$ cat src/hw/rtl/psva_pkg.sv
package psva_pkg;

  localparam int CHAN_W      = 16;
  localparam int PCT_W       = 8;
  localparam int CFG_INDEX_W = 2;
  localparam int CFG_DATA_W  = 8;
  localparam int LUMA_W      = 32;
  localparam int PSAT_W      = 17;
  localparam int NUM_W       = 26;
  localparam int GAIN_W      = 18;
  localparam int DELTA_W     = 33;
  localparam int PROD_W      = 36;
  localparam int TOTAL_W     = 54;
  localparam int DIV_STAGES  = 17;

  localparam logic [CFG_INDEX_W-1:0] CFG_SATURATION = 2'd0;
  localparam logic [CFG_INDEX_W-1:0] CFG_VIBRANCE   = 2'd1;

  localparam logic signed [PCT_W-1:0] PCT_MAX = 8'sd100;
  localparam logic signed [PCT_W-1:0] PCT_MIN = -8'sd100;

  localparam logic [CHAN_W-1:0] LUMA_WEIGHT_R = 16'd13933;
  localparam logic [CHAN_W-1:0] LUMA_WEIGHT_G = 16'd46871;
  localparam logic [CHAN_W-1:0] LUMA_WEIGHT_B = 16'd4732;

  localparam logic [PSAT_W-1:0]       PSAT_ONE    = 17'h10000;
  localparam logic signed [NUM_W-1:0] NUM_BASE    = 26'sd6553600;
  localparam logic [24:0]             NUM_ROUND   = 25'd50;
  localparam logic [25:0]             RECIP_100   = 26'd42949673;
  localparam int                      RECIP_SHIFT = 32;
  localparam logic [GAIN_W-1:0]       GAIN_MAX    = 18'd196608;

  typedef struct packed {
    logic [CHAN_W-1:0] red_in;
    logic [CHAN_W-1:0] green_in;
    logic [CHAN_W-1:0] blue_in;
  } pixel_in_t;

  typedef struct packed {
    logic [CHAN_W-1:0] red_out;
    logic [CHAN_W-1:0] green_out;
    logic [CHAN_W-1:0] blue_out;
  } pixel_out_t;

  typedef struct packed {
    logic delta_en;
    logic hold_en;
    logic prod_en;
  } lane_en_t;

endpackage

$ cat src/hw/rtl/psva_lane.sv
module psva_lane (
  input  logic                           clk,
  input  psva_pkg::lane_en_t             en,
  input  logic [psva_pkg::CHAN_W-1:0]    chan,
  input  logic [psva_pkg::LUMA_W-1:0]    luma,
  input  logic [psva_pkg::GAIN_W-1:0]    gain,
  input  logic [psva_pkg::LUMA_W-1:0]    luma_late,
  output logic [psva_pkg::CHAN_W-1:0]    level
);
  import psva_pkg::*;

  logic signed [DELTA_W-1:0] delta;
  logic signed [DELTA_W-1:0] delta_hold;
  logic signed [PROD_W-1:0]  pp_hi;
  logic signed [PROD_W-1:0]  pp_lo;
  logic signed [TOTAL_W-1:0] total;
  logic signed [TOTAL_W-1:0] rnd;

  always_ff @(posedge clk) begin
    if (en.delta_en) begin
      delta <= $signed({1'b0, chan, 16'd0}) - $signed({1'b0, luma});
    end
    if (en.hold_en) begin
      delta_hold <= delta;
    end
    if (en.prod_en) begin
      pp_hi <= $signed(delta_hold[DELTA_W-1:16]) * $signed({1'b0, gain});
      pp_lo <= $signed({1'b0, delta_hold[15:0]}) * $signed({1'b0, gain});
    end
  end

  always_comb begin
    total = $signed({6'd0, luma_late, 16'd0})
          + $signed({{2{pp_hi[PROD_W-1]}}, pp_hi, 16'd0})
          + $signed({{(TOTAL_W-PROD_W){pp_lo[PROD_W-1]}}, pp_lo});
    rnd = total + 54'sh0000_8000_0000;
    if (total[TOTAL_W-1] || total == '0) begin
      level = '0;
    end else if (|rnd[TOTAL_W-1:48]) begin
      level = '1;
    end else begin
      level = rnd[47:32];
    end
  end

endmodule

$ cat config.mk
export PLATFORM = sky130hd
export DESIGN_NAME = psva_lane
export DESIGN_NICKNAME = d
export VERILOG_FILES = /design/src/hw/rtl/psva_pkg.sv /design/src/hw/rtl/psva_lane.sv
export SDC_FILE = /design/constraint.sdc
export NUM_CORES = 2
export LEC_CHECK = 0
export BUFFER_PORTS_ARGS = -buffer_cell sky130_fd_sc_hd__buf_2
export CORE_ASPECT_RATIO = 1.1
export CORE_MARGIN = 2
export CORE_UTILIZATION = 60
export CTS_CLUSTER_SIZE = 10
export DETAILED_ROUTE_END_ITERATION = 10
export GPL_ROUTABILITY_DRIVEN = 0
export PLACE_DENSITY_LB_ADDON = 0.05
export SKIP_CTS_REPAIR_TIMING = 1
export SLEW_MARGIN = 20
export SYNTH_ARGS = -nofsm -noshare
export SYNTH_HDL_FRONTEND = slang
export SYNTH_SLANG_ARGS = --single-unit
$ cat constraint.sdc
create_clock -name clk -period 9.2 [get_ports clk]
set_clock_uncertainty 0.2 [all_clocks]
set_input_delay 0 -clock clk [delete_from_list [all_inputs] [get_ports clk]]
set_output_delay 0 -clock clk [all_outputs]
set_load 0.02 [all_outputs]
==> impl_metrics.py <==
metrics = {
    "clock_tree": {
        "cts_tree": "done",
        "cts_buffer_depth": 2,
        "cts_sinks": 136,
        "h-tree-depth": 4,
        "cts-root-buf": "clkbuf_16",
        "cts_buffers": 17,
        "clk_latency_ns": 0.49,
        "clk_pin_slew_ns": 0.07,
    },
    "floorplan": {
        "dieArea_mm2": 0.0478,
        "start_util_pct": 60.6,
        "core_area_mm2": 0.0456,
        "die_w_um": 209,
        "rows": 82,
        "ioPinCount": 118,
        "dieHeight_um": 229,
    },
    "global_route": {
        "grt_pass1_vias": 21660,
        "grt_max_degree": 71,
        "grt_pass1_wl_um": 110000,
        "globalRoute.totalOverflow": 0,
        "antenna_found_initial": 1,
        "grt_use_total_pct": 29.7,
    },
    "finish": {
        "num_antenna_cells": 0,
        "area_growth_pct": 8.48,
        "nets": 3895,
        "drive_gt1_share_pct": 6.51,
        "num-fill-cells": 3688,
        "multi_input_area_mm2": 0.0210,
        "regArea_mm2": 0.00408,
    },
    "detailed_routing": {
        "num_vias": 20361,
        "wl_per_cell_um": 18.8,
        "detail_route.vias_per_cell": 5.63,
        "first_pass_iters": 6,
        "drt_iter0_drc": 1261,
        "ant_nets": 0,
        "route.detailed.drc": 0,
        "drt_wl_total_um": 67800,
    },
    "placement": {
        "place_hpwl_um": 53800,
        "portBuffers": 117,
    },
    "logic_synthesis": {
        "synth_cell_types": 76,
        "syn_nets": 3780,
        "synth_flop_cell": "edfxtp_1",
        "ys_warn_count": 0,
        "syn_area_mm2": 0.0276,
        "synth_edf_count": 136,
        "syn_avg_cell_area_um2": 9.53,
        "synth_largest_area_cell": "fa_1",
        "yosysMostFrequentCell": "inv_1",
        "yosys-top-cells-area": "fa_1 (35%), edfxtp_1 (15%), ha_1 (14%)",
        "syn_inst": 2898,
        "ys_top_cells_by_count": "inv_1 (569), fa_1 (480), nand2_1 (362)",
        "synth_seq_cells": 136,
        "async_flop_share_pct": 0,
        "yosysSeqAreaShare_pct": 14.8,
        "synth.top_cell.area_share_pct": 34.8,
    },
    "timing": {
        "hold_viol_final": 1,
        "fin_hold_ws_ns": -0.0119,
        "fmax_mhz": 133,
        "finalSetupTns_ns": 0,
        "setup_violations": 0,
        "rsz0062_at_grt": "no",
        "final_max_slew_viol_count": 0,
        "worstMarginPinSlew_ns": 0.935,
        "fin_crit_sh_pct": 81.8,
        "finalCriticalPeriod_ns": 7.52,
        "relSlewSlack_pct": 37.7,
    },
    "hold_path": {
        "whs_endpoint": "delta[21]$_DFFE_PP_",
        "hold_class": "input port to register",
        "hold-path-cell-count": 5,
        "hold_path.startpoint": "luma[20]",
    },
    "setup_path": {
        "ff2ff_setup_slack_ns": 1.68,
        "critPathKind": "register to register",
        "reg2reg_to": "pp_lo[33]$_DFFE_PP_",
        "r2r-start": "delta_hold[15]$_DFFE_PP_",
        "rr_worst_depth": 20,
        "cp_data_required_time_ns": 9.24,
        "cp-end-kind": "register",
        "start_kind": "register",
        "crit_fanout": 18,
        "arrival_ns": 7.56,
    },
    "job": {
        "max_cap_violations": 0,
    },
    "outcome": {
        "violations": "negative hold slack",
        "status": "finished, violations left",
    },
}
[how the worst max path moves through the flow]
stage,slack (ns),endpoint,startpoint
2_1_floorplan,2.00,pp_lo[33]$_DFFE_PP_,delta_hold[9]$_DFFE_PP_
3_3_place_gp,1.79,pp_lo[33]$_DFFE_PP_,delta_hold[15]$_DFFE_PP_
3_5_place_dp,1.68,pp_lo[33]$_DFFE_PP_,delta_hold[15]$_DFFE_PP_
4_1_cts,1.68,pp_lo[33]$_DFFE_PP_,delta_hold[15]$_DFFE_PP_
5_1_grt,1.37,pp_lo[29]$_DFFE_PP_,delta_hold[9]$_DFFE_PP_
6_report,1.68,pp_lo[33]$_DFFE_PP_,delta_hold[15]$_DFFE_PP_
[placed cells by master, fill, tap and decap left out, types with 5 or more instances in the layout]
cell type	count
buf_4	15
and2_1	285
o21a_1	19
and3_1	10
fa_1	480
inv_1	569
nor2b_1	7
xor2_1	46
nand2_1	362
buf_2	117
nand2b_1	21
a21oi_1	96
nand3_1	22
a31o_2	5
o31ai_1	8
dlygate4sd3_1	73
nor3_1	19
o21bai_1	11
edfxtp_1	136
a31oi_1	18
nor4_1	13
a211oi_1	10
xnor2_1	86
or3_1	10
nor2_1	68
or2_2	6
nand4_1	8
o211ai_1	5
ha_1	300
a21o_1	50
clkbuf_16	17
o21ai_0	43
[flip-flops by register name, indices dropped and copies added, names as in the netlist]
signal and flops:
pp_hi 36, delta_hold 33, pp_lo 34, delta 33
[final cells by class]
cell class,instances,area share [%]
Clock buffer,17,1.42
Clock inverter,15,0.610
Inverter,569,7.13
Multi-Input combinational cell,2084,70.0
Sequential cell,136,13.6
Tap cell,588,2.46
Timing Repair Buffer,205,4.77
[metrics by stage]
stage	cell area [µm²]	worst slack [ns]	instances	utilization, %
after detailed placement	28600	1.68	3509	62.8
after global placement	28600	1.79	3509	62.8
final	30000	1.68	3614	65.8
after global routing	30000	1.37	3614	65.8
after CTS	29200	1.68	3541	64.2
after floorplan	27600	2.00	2898	-
[routing by layer]
metal / vias to the layer above / track usage [%] / share of wire (%)
met5: - / 0 / 0.019
met4: 2 / 11.8 / 3.8
met3: 151 / 5.54 / 6.7
met2: 731 / 49.8 / 48
met1: 10172 / 38.3 / 42
li1: 9305 / - / -
[kinds of logic after synthesis]
group	after synthesis	share of synthesized area [%]
multiplexers	1	0.0815
flip-flops	136	14.8
buffers and inverters	678	9.29
adder cells (fa/ha/maj)	781	48.4
XOR/XNOR	133	4.25
AND/OR/NAND/NOR	856	15.6
AO/OA/AOI/OAI	313	7.56
[critical path: stages, from the launching register on]
cell and delay, ns:
edfxtp_1 0.64, and2_1 0.29, fa_1 0.51, fa_1 0.52, fa_1 0.54, fa_1 0.52, fa_1 0.54, inv_1 0.06
fa_1 0.53, inv_1 0.04, ha_1 0.37, a211o_1 0.32, a21oi_1 0.11, o21ai_0 0.19, a2111oi_4 0.40, o41ai_1 0.23
a32o_1 0.29, or4b_1 0.48, a31o_2 0.24, a21oi_1 0.17, xnor2_1 0.08
Power is not shown: default switching activity piles up to over one toggle a cycle in this logic, so the estimate is an artifact.
