[src/hw/rtl/psva_pkg.sv]
package psva_pkg;

  localparam int CHAN_W      = 16;
  localparam int PCT_W       = 8;
  localparam int CFG_INDEX_W = 2;
  localparam int CFG_DATA_W  = 8;
  localparam int LUMA_W      = 32;
  localparam int PSAT_W      = 17;
  localparam int NUM_W       = 26;
  localparam int GAIN_W      = 18;
  localparam int DELTA_W     = 33;
  localparam int PROD_W      = 36;
  localparam int TOTAL_W     = 54;
  localparam int DIV_STAGES  = 17;

  localparam logic [CFG_INDEX_W-1:0] CFG_SATURATION = 2'd0;
  localparam logic [CFG_INDEX_W-1:0] CFG_VIBRANCE   = 2'd1;

  localparam logic signed [PCT_W-1:0] PCT_MAX = 8'sd100;
  localparam logic signed [PCT_W-1:0] PCT_MIN = -8'sd100;

  localparam logic [CHAN_W-1:0] LUMA_WEIGHT_R = 16'd13933;
  localparam logic [CHAN_W-1:0] LUMA_WEIGHT_G = 16'd46871;
  localparam logic [CHAN_W-1:0] LUMA_WEIGHT_B = 16'd4732;

  localparam logic [PSAT_W-1:0]       PSAT_ONE    = 17'h10000;
  localparam logic signed [NUM_W-1:0] NUM_BASE    = 26'sd6553600;
  localparam logic [24:0]             NUM_ROUND   = 25'd50;
  localparam logic [25:0]             RECIP_100   = 26'd42949673;
  localparam int                      RECIP_SHIFT = 32;
  localparam logic [GAIN_W-1:0]       GAIN_MAX    = 18'd196608;

  typedef struct packed {
    logic [CHAN_W-1:0] red_in;
    logic [CHAN_W-1:0] green_in;
    logic [CHAN_W-1:0] blue_in;
  } pixel_in_t;

  typedef struct packed {
    logic [CHAN_W-1:0] red_out;
    logic [CHAN_W-1:0] green_out;
    logic [CHAN_W-1:0] blue_out;
  } pixel_out_t;

  typedef struct packed {
    logic delta_en;
    logic hold_en;
    logic prod_en;
  } lane_en_t;

endpackage

[src/hw/rtl/psva_div.sv]
module psva_div (
  input  logic                                clk,
  input  logic [psva_pkg::DIV_STAGES-1:0]     en,
  input  logic [psva_pkg::CHAN_W-1:0]         divisor,
  input  logic [psva_pkg::CHAN_W-1:0]         diff,
  output logic [psva_pkg::PSAT_W-1:0]         quotient
);
  import psva_pkg::*;

  logic [CHAN_W-1:0] rem [DIV_STAGES];
  logic [PSAT_W-1:0] q   [DIV_STAGES];
  logic [CHAN_W-1:0] dv  [DIV_STAGES];

  for (genvar k = 0; k < DIV_STAGES; k++) begin : g_stage
    logic [CHAN_W:0]   t;
    logic [CHAN_W:0]   sub;
    logic [CHAN_W-1:0] dv_in;
    logic [PSAT_W-1:0] q_in;
    logic              take;

    if (k == 0) begin : g_first
      assign t     = {1'b0, diff};
      assign dv_in = divisor;
      assign q_in  = '0;
    end else begin : g_next
      assign t     = {rem[k-1], 1'b0};
      assign dv_in = dv[k-1];
      assign q_in  = q[k-1];
    end

    assign take = t >= {1'b0, dv_in};
    assign sub  = t - {1'b0, dv_in};

    always_ff @(posedge clk) begin
      if (en[k]) begin
        rem[k] <= take ? sub[CHAN_W-1:0] : t[CHAN_W-1:0];
        q[k]   <= {q_in[PSAT_W-2:0], take};
        dv[k]  <= dv_in;
      end
    end
  end

  assign quotient = (dv[DIV_STAGES-1] == '0) ? '0 : q[DIV_STAGES-1];

endmodule

[config.mk]
export PLATFORM = sky130hd
export DESIGN_NAME = psva_div
export DESIGN_NICKNAME = d
export VERILOG_FILES = /design/src/hw/rtl/psva_pkg.sv /design/src/hw/rtl/psva_div.sv
export SDC_FILE = /design/constraint.sdc
export NUM_CORES = 1
export LEC_CHECK = 0
export ABC_AREA = 1
export BUFFER_PORTS_ARGS = -buffer_cell sky130_fd_sc_hd__buf_2
export CORE_MARGIN = 1
export CORE_UTILIZATION = 25
export DETAILED_ROUTE_END_ITERATION = 8
export SLEW_MARGIN = 20
export SYNTH_ARGS = -nofsm -noshare
export SYNTH_HDL_FRONTEND = slang
export SYNTH_SLANG_ARGS = --single-unit
[constraint.sdc]
create_clock -name clk -period 2.35 [get_ports clk]
set_input_delay 0.47 -clock clk [delete_from_list [all_inputs] [get_ports clk]]
set_output_delay 0.47 -clock clk [all_outputs]
set_load 0.01 [all_outputs]
==> impl_metrics.env, run 1 <==
export IMPL_fin_util=0.289
export IMPL_ys_seq_area_frac=0.489
export IMPL_final_net_count=5465
export IMPL_htree_levels=3
export IMPL_path_class="reg -> out"
export IMPL_wl_per_cell_um=13.6
export IMPL_max_vdd_ir_drop_mv=0.626
export IMPL_finalNonFillerCells=7371
export IMPL_synthesis_nets=5271
export IMPL_initial_core_util=0.253
export IMPL_cp_arrival_ns=2.00
export IMPL_endpoint_kind="primary output"
export IMPL_cts_sinks=681
export IMPL_synth_largest_area_cell="edfxtp_1"
export IMPL_dieArea_um2=169000
export IMPL_yosysWarnings=0
export IMPL_via_per_inst=4.22
export IMPL_place_ws_ns=-0.146
export IMPL_power_density_nw_per_um2=1180
export IMPL_drtIter0Drc=1754
export IMPL_hold_viol=0
export IMPL_status="finished, violations left"
export IMPL_crit_path_max_fanout=17
export IMPL_ant_nets=0
export IMPL_fin_skew_ns=0.0380
export IMPL_startpoint_type="register"
export IMPL_overflow=0
export IMPL_io_buffers=66
export IMPL_final_cell_area_um2=47900
export IMPL_cts_made_buffers=73
export IMPL_core_area_um2=166000
export IMPL_slew_viol_final=0
export IMPL_dr_total_vias=31114
export IMPL_top_layer="met5"
export IMPL_fp_row_count=149
export IMPL_tightestPinTransition_ns=0.775
export IMPL_clockBufferDepth=3
export IMPL_cap_violations=0
export IMPL_final_common_cell="nand2_1"
export IMPL_synth_area_leaders="edfxtp_1, nand2_1, inv_1, ha_1, nand3_1"
export IMPL_grt_pass1_vias=30172
export IMPL_diodes=0
export IMPL_p_leak_nw=22.9
export IMPL_clkSlewWorstSetupHoldPaths_ns=0.06
export IMPL_rsz0062_at_grt="yes"
export IMPL_place_gp_congestion=0.903
export IMPL_post_dp_cell_area_um2=45000
export IMPL_hold_class="in -> reg"
export IMPL_m1WireLength_mm=44.7
export IMPL_drive_gt1_frac=0.0940
export IMPL_ys_types=36
export IMPL_die_h_um=411
export IMPL_met3_length_mm=4.01
export IMPL_ys_ff_latch=681
export IMPL_syn_avg_cell_area_um2=8.48
export IMPL_die_width_um=411
export IMPL_final_setup_worst_slack_ns=-0.123
export IMPL_setup_viol=17
export IMPL_fin_crit_sh=1.05
export IMPL_drc=0
export IMPL_firstDrtPassIters=5
export IMPL_grt_max_degree=49
export IMPL_worst_endpoint_required_ns=1.88
export IMPL_mostFrequentLayoutCells="nand2_1, inv_1, edfxtp_1, nand3_1, ha_1"
export IMPL_synth_top_area_frac=0.489
export IMPL_syn_to_final_growth_pct=14.4
export IMPL_violations="setup timing"
export IMPL_n_fill_cell=17630
export IMPL_wirelength_mm=100
export IMPL_root_buffer="clkbuf_16"
export IMPL_grt_pass1_wl_mm=160
export IMPL_antenna_found_initial=7
export IMPL_period_minus_slack_ns=2.47
export IMPL_clk_latency_ns=0.69
export IMPL_dp_hpwl_mm=79.5
export IMPL_tritoncts="built"
export IMPL_placed_cells=7204
export IMPL_slew_headroom=0.483
export IMPL_groute_usage_overall=0.118
export IMPL_wl_met2_mm=49.5
export IMPL_ios=67
export IMPL_fmax_mhz=404
export IMPL_synthesis_area_um2=41800
export IMPL_syn_inst=4934
-- what timing repair did --
item	4_1_cts	5_1_grt
gates resized for setup	6	39
setup endpoints to repair	18	164
hold buffers	15	0
setup buffers	1	20
hold endpoints to repair	15	0
pin swaps	0	11
cloned	0	2
-- final timing paths --
path / slack (ns) / cells past startpoint / startpoint / to
hold / removal: 0.05 / 1 / divisor[14] / dv[0][14]$_DFFE_PP_
setup / recovery: -0.12 / 6 / dv[0][257]$_DFFE_PP_ / quotient[7]
hold reg to reg: 0.40 / 0 / q[0][125]$_DFFE_PP_ / q[0][143]$_DFFE_PP_
setup reg to reg: 0.09 / 9 / rem[0][61]$_DFFE_PP_ / rem[0][66]$_DFFE_PP_
-- layout make-up --
| cell class | instances | area (um2) | share of cell area |
|---|---|---|---|
| Sequential cell | 681 | 20400 | 0.427 |
| Tap cell | 2189 | 2740 | 0.0572 |
| Clock buffer | 86 | 1880 | 0.0392 |
| Clock inverter | 43 | 472 | 0.00985 |
| Inverter | 925 | 3510 | 0.0732 |
| Timing Repair Buffer | 169 | 1200 | 0.0250 |
| Multi-Input combinational cell | 3277 | 17600 | 0.368 |
| Timing Repair inverter | 1 | 7.51 | 0.000157 |
-- cells in the mapped netlist (all sizes together) --
cell    number
buf         47
a21oi      163
nand2     1839
nor4         6
clkbuf       5
or2         24
and2        44
o21ai       25
nand3      354
xnor2       38
ha         271
o211ai       1
nor2       263
nand3b      59
edfxtp     681
xor2        73
inv        925
fa          16
nand4       62
nor3        38
-- critical path: stages, from the launching register on --
cell	delay (ns)
edfxtp_1	0.38
nor4_2	0.34
nand2_1	0.11
nor2_2	0.13
buf_6	0.17
nor2_1	0.06
buf_2	0.13
-- flip-flops by register name, indices dropped and copies added, names as in the netlist --
name	flops
dv	272
q	153
rem	256
-- routing by layer --
layer	vias to the layer above	global-route usage
li1	16104	-
met1	14281	0.148
met2	579	0.210
met3	148	0.0183
met4	2	0.0310
met5	-	0
-- power breakdown --
part	total (W)	internal [W]	switching (W)
Sequential	0.0193	0.0175	0.00185
Clock	0.0114	0.00619	0.00516
Combinational	0.0258	0.00922	0.0166
Total	0.0565	0.0329	0.0236
-- metrics by stage --
step | TNS, ns | power (W) | hold WS, ns
global placement | -0.937 | 0.0446 | 0.400
floorplan | 0 | 0.0382 | 0.400
global route | -4.25 | 0.0613 | 0.0218
finish | -1.89 | 0.0565 | 0.0470
detailed placement | -1.00 | 0.0450 | 0.405
CTS | -3.39 | 0.0566 | 0.00286
-- cells by family (layout without fill, tap and decap cells) --
logic type	after synthesis	in the layout	share of synthesized area
xor gates and xnor gates	111	111	0.0232
DFF	681	681	0.489
adders and majority gates	287	287	0.0887
buffers and inverters	977	1224	0.0943
and+or+nand+nor	2689	2690	0.282
AOI/OAI and AO/OA	189	189	0.0230
No activity file was read; power rests on OpenSTA's default activity.
==> inputs of run 2 (changes only) <==
PLACE_DENSITY = 0.45   (was not set)
==> impl_metrics.env, run 2 (synthesis results as in run 1) <==
export IMPL_place_gp_congestion=0.865
export IMPL_cap_violations=0
export IMPL_hold_viol=0
export IMPL_hold_class="in -> reg"
export IMPL_drive_gt1_frac=0.102
export IMPL_firstDrtPassIters=5
export IMPL_core_area_um2=166000
export IMPL_final_setup_worst_slack_ns=-0.150
export IMPL_syn_to_final_growth_pct=15.9
export IMPL_placed_cells=7238
export IMPL_startpoint_type="register"
export IMPL_cp_arrival_ns=2.03
export IMPL_clkSlewWorstSetupHoldPaths_ns=0.06
export IMPL_worst_endpoint_required_ns=1.88
export IMPL_largest_reg_flops=272
export IMPL_finalNonFillerCells=7412
export IMPL_holdWs_ns=0.0682
export IMPL_slew_viol_final=0
export IMPL_cts_sinks=681
export IMPL_slowest_delay_ns=0.38
export IMPL_die_h_um=411
export IMPL_antenna_found_initial=3
export IMPL_root_buffer="clkbuf_16"
export IMPL_violations="setup timing"
export IMPL_fin_crit_sh=1.06
export IMPL_dr_total_vias=30883
export IMPL_final_net_count=5498
export IMPL_place_ws_ns=-0.125
export IMPL_path_class="reg -> out"
export IMPL_power_density_nw_per_um2=1210
export IMPL_io_buffers=66
export IMPL_crit_family="simple AND/OR/NAND/NOR gates"
export IMPL_tightestPinTransition_ns=0.821
export IMPL_groute_usage_overall=0.129
export IMPL_die_width_um=411
export IMPL_initial_core_util=0.253
export IMPL_p_leak_nw=23.2
export IMPL_endpoint_kind="primary output"
export IMPL_drc=0
export IMPL_slowest_stage="edfxtp_1"
export IMPL_via_per_inst=4.17
export IMPL_htree_levels=3
export IMPL_rsz0062_at_grt="yes"
export IMPL_fin_skew_ns=0.0413
export IMPL_ant_nets=0
export IMPL_status="finished, violations left"
export IMPL_dieArea_um2=169000
export IMPL_cts_made_buffers=81
export IMPL_top_regs="dv: 272 flops, rem: 256 flops, q: 153 flops"
export IMPL_fp_row_count=149
export IMPL_overflow=0
export IMPL_wirelength_mm=109
export IMPL_cp_buffers_inverters=3
export IMPL_tritoncts="built"
export IMPL_mostFrequentLayoutCells="nand2_1, inv_1, edfxtp_1, nand3_1, ha_1"
export IMPL_setup_viol=17
export IMPL_n_fill_cell=17692
export IMPL_clk_latency_ns=0.68
export IMPL_fmax_mhz=400
export IMPL_wl_per_cell_um=14.7
export IMPL_drtIter0Drc=1853
export IMPL_slew_headroom=0.452
export IMPL_grt_pass1_wl_mm=171
export IMPL_clockBufferDepth=3
export IMPL_grt_max_degree=48
export IMPL_final_common_cell="nand2_1"
export IMPL_ios=67
export IMPL_max_vdd_ir_drop_mv=0.600
export IMPL_grt_pass1_vias=30679
export IMPL_diodes=0
export IMPL_top_register="dv"
export IMPL_dp_hpwl_mm=87.1
export IMPL_period_minus_slack_ns=2.50
export IMPL_crit_path_max_fanout=15
export IMPL_cp_cell_sequence="nor4_2, buf_4, nand2_4, nor2_4, buf_8, nor2_1, buf_2"
run 2: changes by cell type in the layout (fill, tap and decap cells not counted), sizes merged:
cell | before | now
bufinv | 3 | 10
dlygate4sd3 | 15 | 14
nor2 | 264 | 263
clkbuf | 86 | 91
clkinvlp | 6 | 10
buf | 154 | 181
run 2: per-layer routing:
| layer | vias to the layer above | track usage | part of all wire |
|---|---|---|---|
| li1 | 16181 | - | - |
| met3 | 152 | 0.0183 | 0.031 |
| met1 | 14103 | 0.165 | 0.46 |
| met4 | 0 | 0.0369 | 0.025 |
| met5 | - | 0 | 0 |
| met2 | 447 | 0.224 | 0.48 |
run 2: where the power goes:
group	total (W)	switching [W]	internal, W	leakage (nW)
Clock	0.0130	0.00523	0.00776	1.33
Combinational	0.0263	0.0170	0.00932	15.2
Sequential	0.0193	0.00185	0.0175	6.67
run 2: area by class of cell:
type / instances / area, um2 / share of cell area
timing repair inverter: 1 / 7.51 / 0.000155
sequential: 681 / 20400 / 0.422
multi-input combinational: 3276 / 17600 / 0.363
inverter: 925 / 3500 / 0.0722
timing repair buffer: 195 / 1430 / 0.0295
clock inverter: 54 / 574 / 0.0118
tap: 2189 / 2740 / 0.0565
clock buffer: 91 / 2170 / 0.0448
run 2: final timing paths:
check                                             end            startpoint  slack, ns  cells after the start
worst max register to register  rem[0][121]$_DFFE_PP_  dv[0][109]$_DFFE_PP_       0.14                     10
worst min-delay path              dv[0][15]$_DFFE_PP_           divisor[15]       0.07                      1
worst max-delay path                      quotient[9]  dv[0][267]$_DFFE_PP_      -0.15                      7
worst min register to register    q[0][267]$_DFFE_PP_   q[0][249]$_DFFE_PP_       0.42                      0
run 2: per-stage QoR:
| step | total power [W] | cell area, um2 | utilization | TNS, ns |
|---|---|---|---|---|
| 4_1_cts | 0.0591 | 48300 | 0.292 | -3.90 |
| 5_1_grt | 0.0636 | 48500 | 0.293 | -4.84 |
| 2_1_floorplan | 0.0382 | 41800 | - | 0 |
| 3_3_place_gp | 0.0457 | 45300 | 0.274 | -1.22 |
| 3_5_place_dp | 0.0458 | 45300 | 0.274 | -1.46 |
| 6_report | 0.0586 | 48500 | 0.293 | -2.39 |
run 2: timing repair:
action	in CTS	in global routing
setup buffers	0	14
pin swaps	0	3
cloned	0	1
endpoints found under the hold margin	14	0
gates resized for setup	16	33
setup endpoints to repair	17	105
hold buffers	14	0
==> inputs of run 3 (changes only) <==
CELL_PAD_IN_SITES_DETAIL_PLACEMENT = 2   (was not set)
CELL_PAD_IN_SITES_GLOBAL_PLACEMENT = 2   (was not set)
GPL_ROUTABILITY_DRIVEN = 0   (was not set)
PLACE_DENSITY = 0.61   (was 0.45)
==> impl_metrics.env, run 3 (synthesis results as in run 1) <==
export IMPL_status="finished, violations left"
export IMPL_violations="setup timing"
export IMPL_clk_latency_ns=0.70
export IMPL_met3_length_mm=2.79
export IMPL_mostFrequentLayoutCells="nand2_1, inv_1, edfxtp_1, nand3_1, buf_4"
export IMPL_top_regs="dv: 272 flops, rem: 256 flops, q: 153 flops"
export IMPL_hold_class="in -> reg"
export IMPL_initial_core_util=0.253
export IMPL_p_leak_nw=23.9
export IMPL_antenna_found_initial=6
export IMPL_overflow=0
export IMPL_hold_viol=0
export IMPL_top_layer="met4"
export IMPL_reg2reg_depth=9
export IMPL_internal_power_w=0.0356
export IMPL_worst_endpoint_required_ns=1.88
export IMPL_die_h_um=411
export IMPL_ios=67
export IMPL_clockBufferDepth=3
export IMPL_hold_depth=2
export IMPL_final_net_count=5660
export IMPL_grt_pass1_vias=36692
export IMPL_largest_reg_flops=272
export IMPL_clkSlewWorstSetupHoldPaths_ns=0.05
export IMPL_rsz0062_at_grt="yes"
export IMPL_endpoint_kind="primary output"
export IMPL_dieArea_um2=169000
export IMPL_slew_headroom=0.451
export IMPL_cts_made_buffers=86
export IMPL_fin_skew_ns=0.0144
export IMPL_power_switching_w=0.0267
export IMPL_tritoncts="built"
export IMPL_startpoint_type="register"
export IMPL_dr_total_vias=33090
export IMPL_worstHoldStart="divisor[0]"
export IMPL_fp_row_count=149
export IMPL_top_register="dv"
export IMPL_fin_crit_sh=1.09
export IMPL_cts_sinks=681
export IMPL_p_comb_frac=0.477
export IMPL_root_buffer="clkbuf_16"
export IMPL_via_per_inst=4.37
export IMPL_cp_arrival_ns=2.09
export IMPL_final_setup_worst_slack_ns=-0.208
export IMPL_grt_pass1_wl_mm=213
export IMPL_path_class="reg -> out"
export IMPL_seqPwrFrac=0.316
export IMPL_multi_input_area_um2=17800
export IMPL_io_buffers=66
export IMPL_pwr_share_clk=0.207
export IMPL_r2r_end="rem[0][159]$_DFFE_PP_"
export IMPL_ant_nets=0
export IMPL_wl_met2_mm=68.9
export IMPL_r2r_slack_ns=0.08
export IMPL_regArea_um2=20400
export IMPL_p_sw_frac=0.429
export IMPL_crit_path_max_fanout=4
export IMPL_dp_hpwl_mm=114
export IMPL_drc=0
export IMPL_firstDrtPassIters=4
export IMPL_wl_per_cell_um=18.1
export IMPL_groute_usage_overall=0.164
export IMPL_m1WireLength_mm=61.9
export IMPL_n_fill_cell=18997
export IMPL_tightestPinTransition_ns=0.824
export IMPL_holdPathEnd="dv[0][0]$_DFFE_PP_"
export IMPL_slew_viol_final=0
export IMPL_grt_max_degree=49
export IMPL_worstReg2RegStart="rem[0][141]$_DFFE_PP_"
export IMPL_die_width_um=411
export IMPL_syn_to_final_growth_pct=19.2
export IMPL_max_vdd_ir_drop_mv=0.563
export IMPL_wirelength_mm=137
export IMPL_power_density_nw_per_um2=1250
export IMPL_core_area_um2=166000
export IMPL_place_ws_ns=-0.111
export IMPL_drtIter0Drc=1306
export IMPL_setup_viol=17
export IMPL_fmax_mhz=391
export IMPL_drive_gt1_frac=0.134
export IMPL_htree_levels=3
export IMPL_period_minus_slack_ns=2.56
export IMPL_final_common_cell="nand2_1"
export IMPL_holdWs_ns=0.0689
export IMPL_cap_violations=0
run 3: changes by cell type in the layout (fill, tap and decap cells not counted), sizes merged:
cell         change
dlygate4sd3      +1
clkinv           +8
clkinvlp         -4
diode            +1
inv              +1
buf            +156
nand2            +1
bufinv           -5
clkbuf           +8
run 3: what timing repair did:
item,in CTS,in global routing
endpoints found under the setup margin,28,145
gates resized for setup,12,66
hold endpoints to repair,15,0
gates cloned,0,1
setup buffers,2,8
hold buffers,15,0
pin swaps,2,4
run 3: final cells by class:
type,count,area share
well taps,2189,0.0549
multi-input cells,3277,0.357
repair buffers,352,0.0532
inverters,925,0.0701
clock buffers,99,0.0446
clock inverters,55,0.00981
diodes,1,0.0000502
flip-flops and latches,681,0.410
run 3: critical path, stage by stage, from the launching register on:
cell and delay [ns]:
edfxtp_1 0.42, nor4_4 0.34, nand2_1 0.14, nor2_4 0.14
buf_6 0.15, nor2_2 0.07, buf_2 0.14
run 3: power by group through the flow:
stage	sequential [W]	clock, W	combinational [W]
after floorplan	0.0186	0	0.0196
after global placement	0.0199	0	0.0289
after detailed placement	0.0200	0	0.0298
after CTS	0.0198	0.0134	0.0301
after global routing	0.0200	0.0137	0.0338
final	0.0197	0.0129	0.0298
run 3: how the worst max path moves through the flow:
stage | from | end | depth (start not counted)
after global routing | dv[0][256]$_DFFE_PP_ | quotient[5] | 6
after detailed placement | diff[0] | rem[0][8]$_DFFE_PP_ | 14
final | dv[0][256]$_DFFE_PP_ | quotient[5] | 6
after floorplan | diff[0] | rem[0][12]$_DFFE_PP_ | 14
after CTS | dv[0][264]$_DFFE_PP_ | quotient[5] | 6
after global placement | diff[0] | rem[0][2]$_DFFE_PP_ | 14
run 3: metal layers:
metal | vias to the layer above | GRT usage
li1 | 16511 | -
met1 | 16096 | 0.204
met2 | 308 | 0.294
met3 | 175 | 0.0202
met4 | 0 | 0.0471
met5 | - | 0
run 3: through the flow:
stage	utilization	cell area (um2)	total power [W]	TNS (ns)	cells
2_1_floorplan	-	41800	0.0382	0	4934
3_3_place_gp	0.281	46600	0.0488	-1.22	7398
3_5_place_dp	0.281	46600	0.0498	-1.40	7398
4_1_cts	0.299	49500	0.0632	-4.50	7569
5_1_grt	0.301	49900	0.0675	-5.23	7578
6_report	0.301	49900	0.0624	-3.07	7579
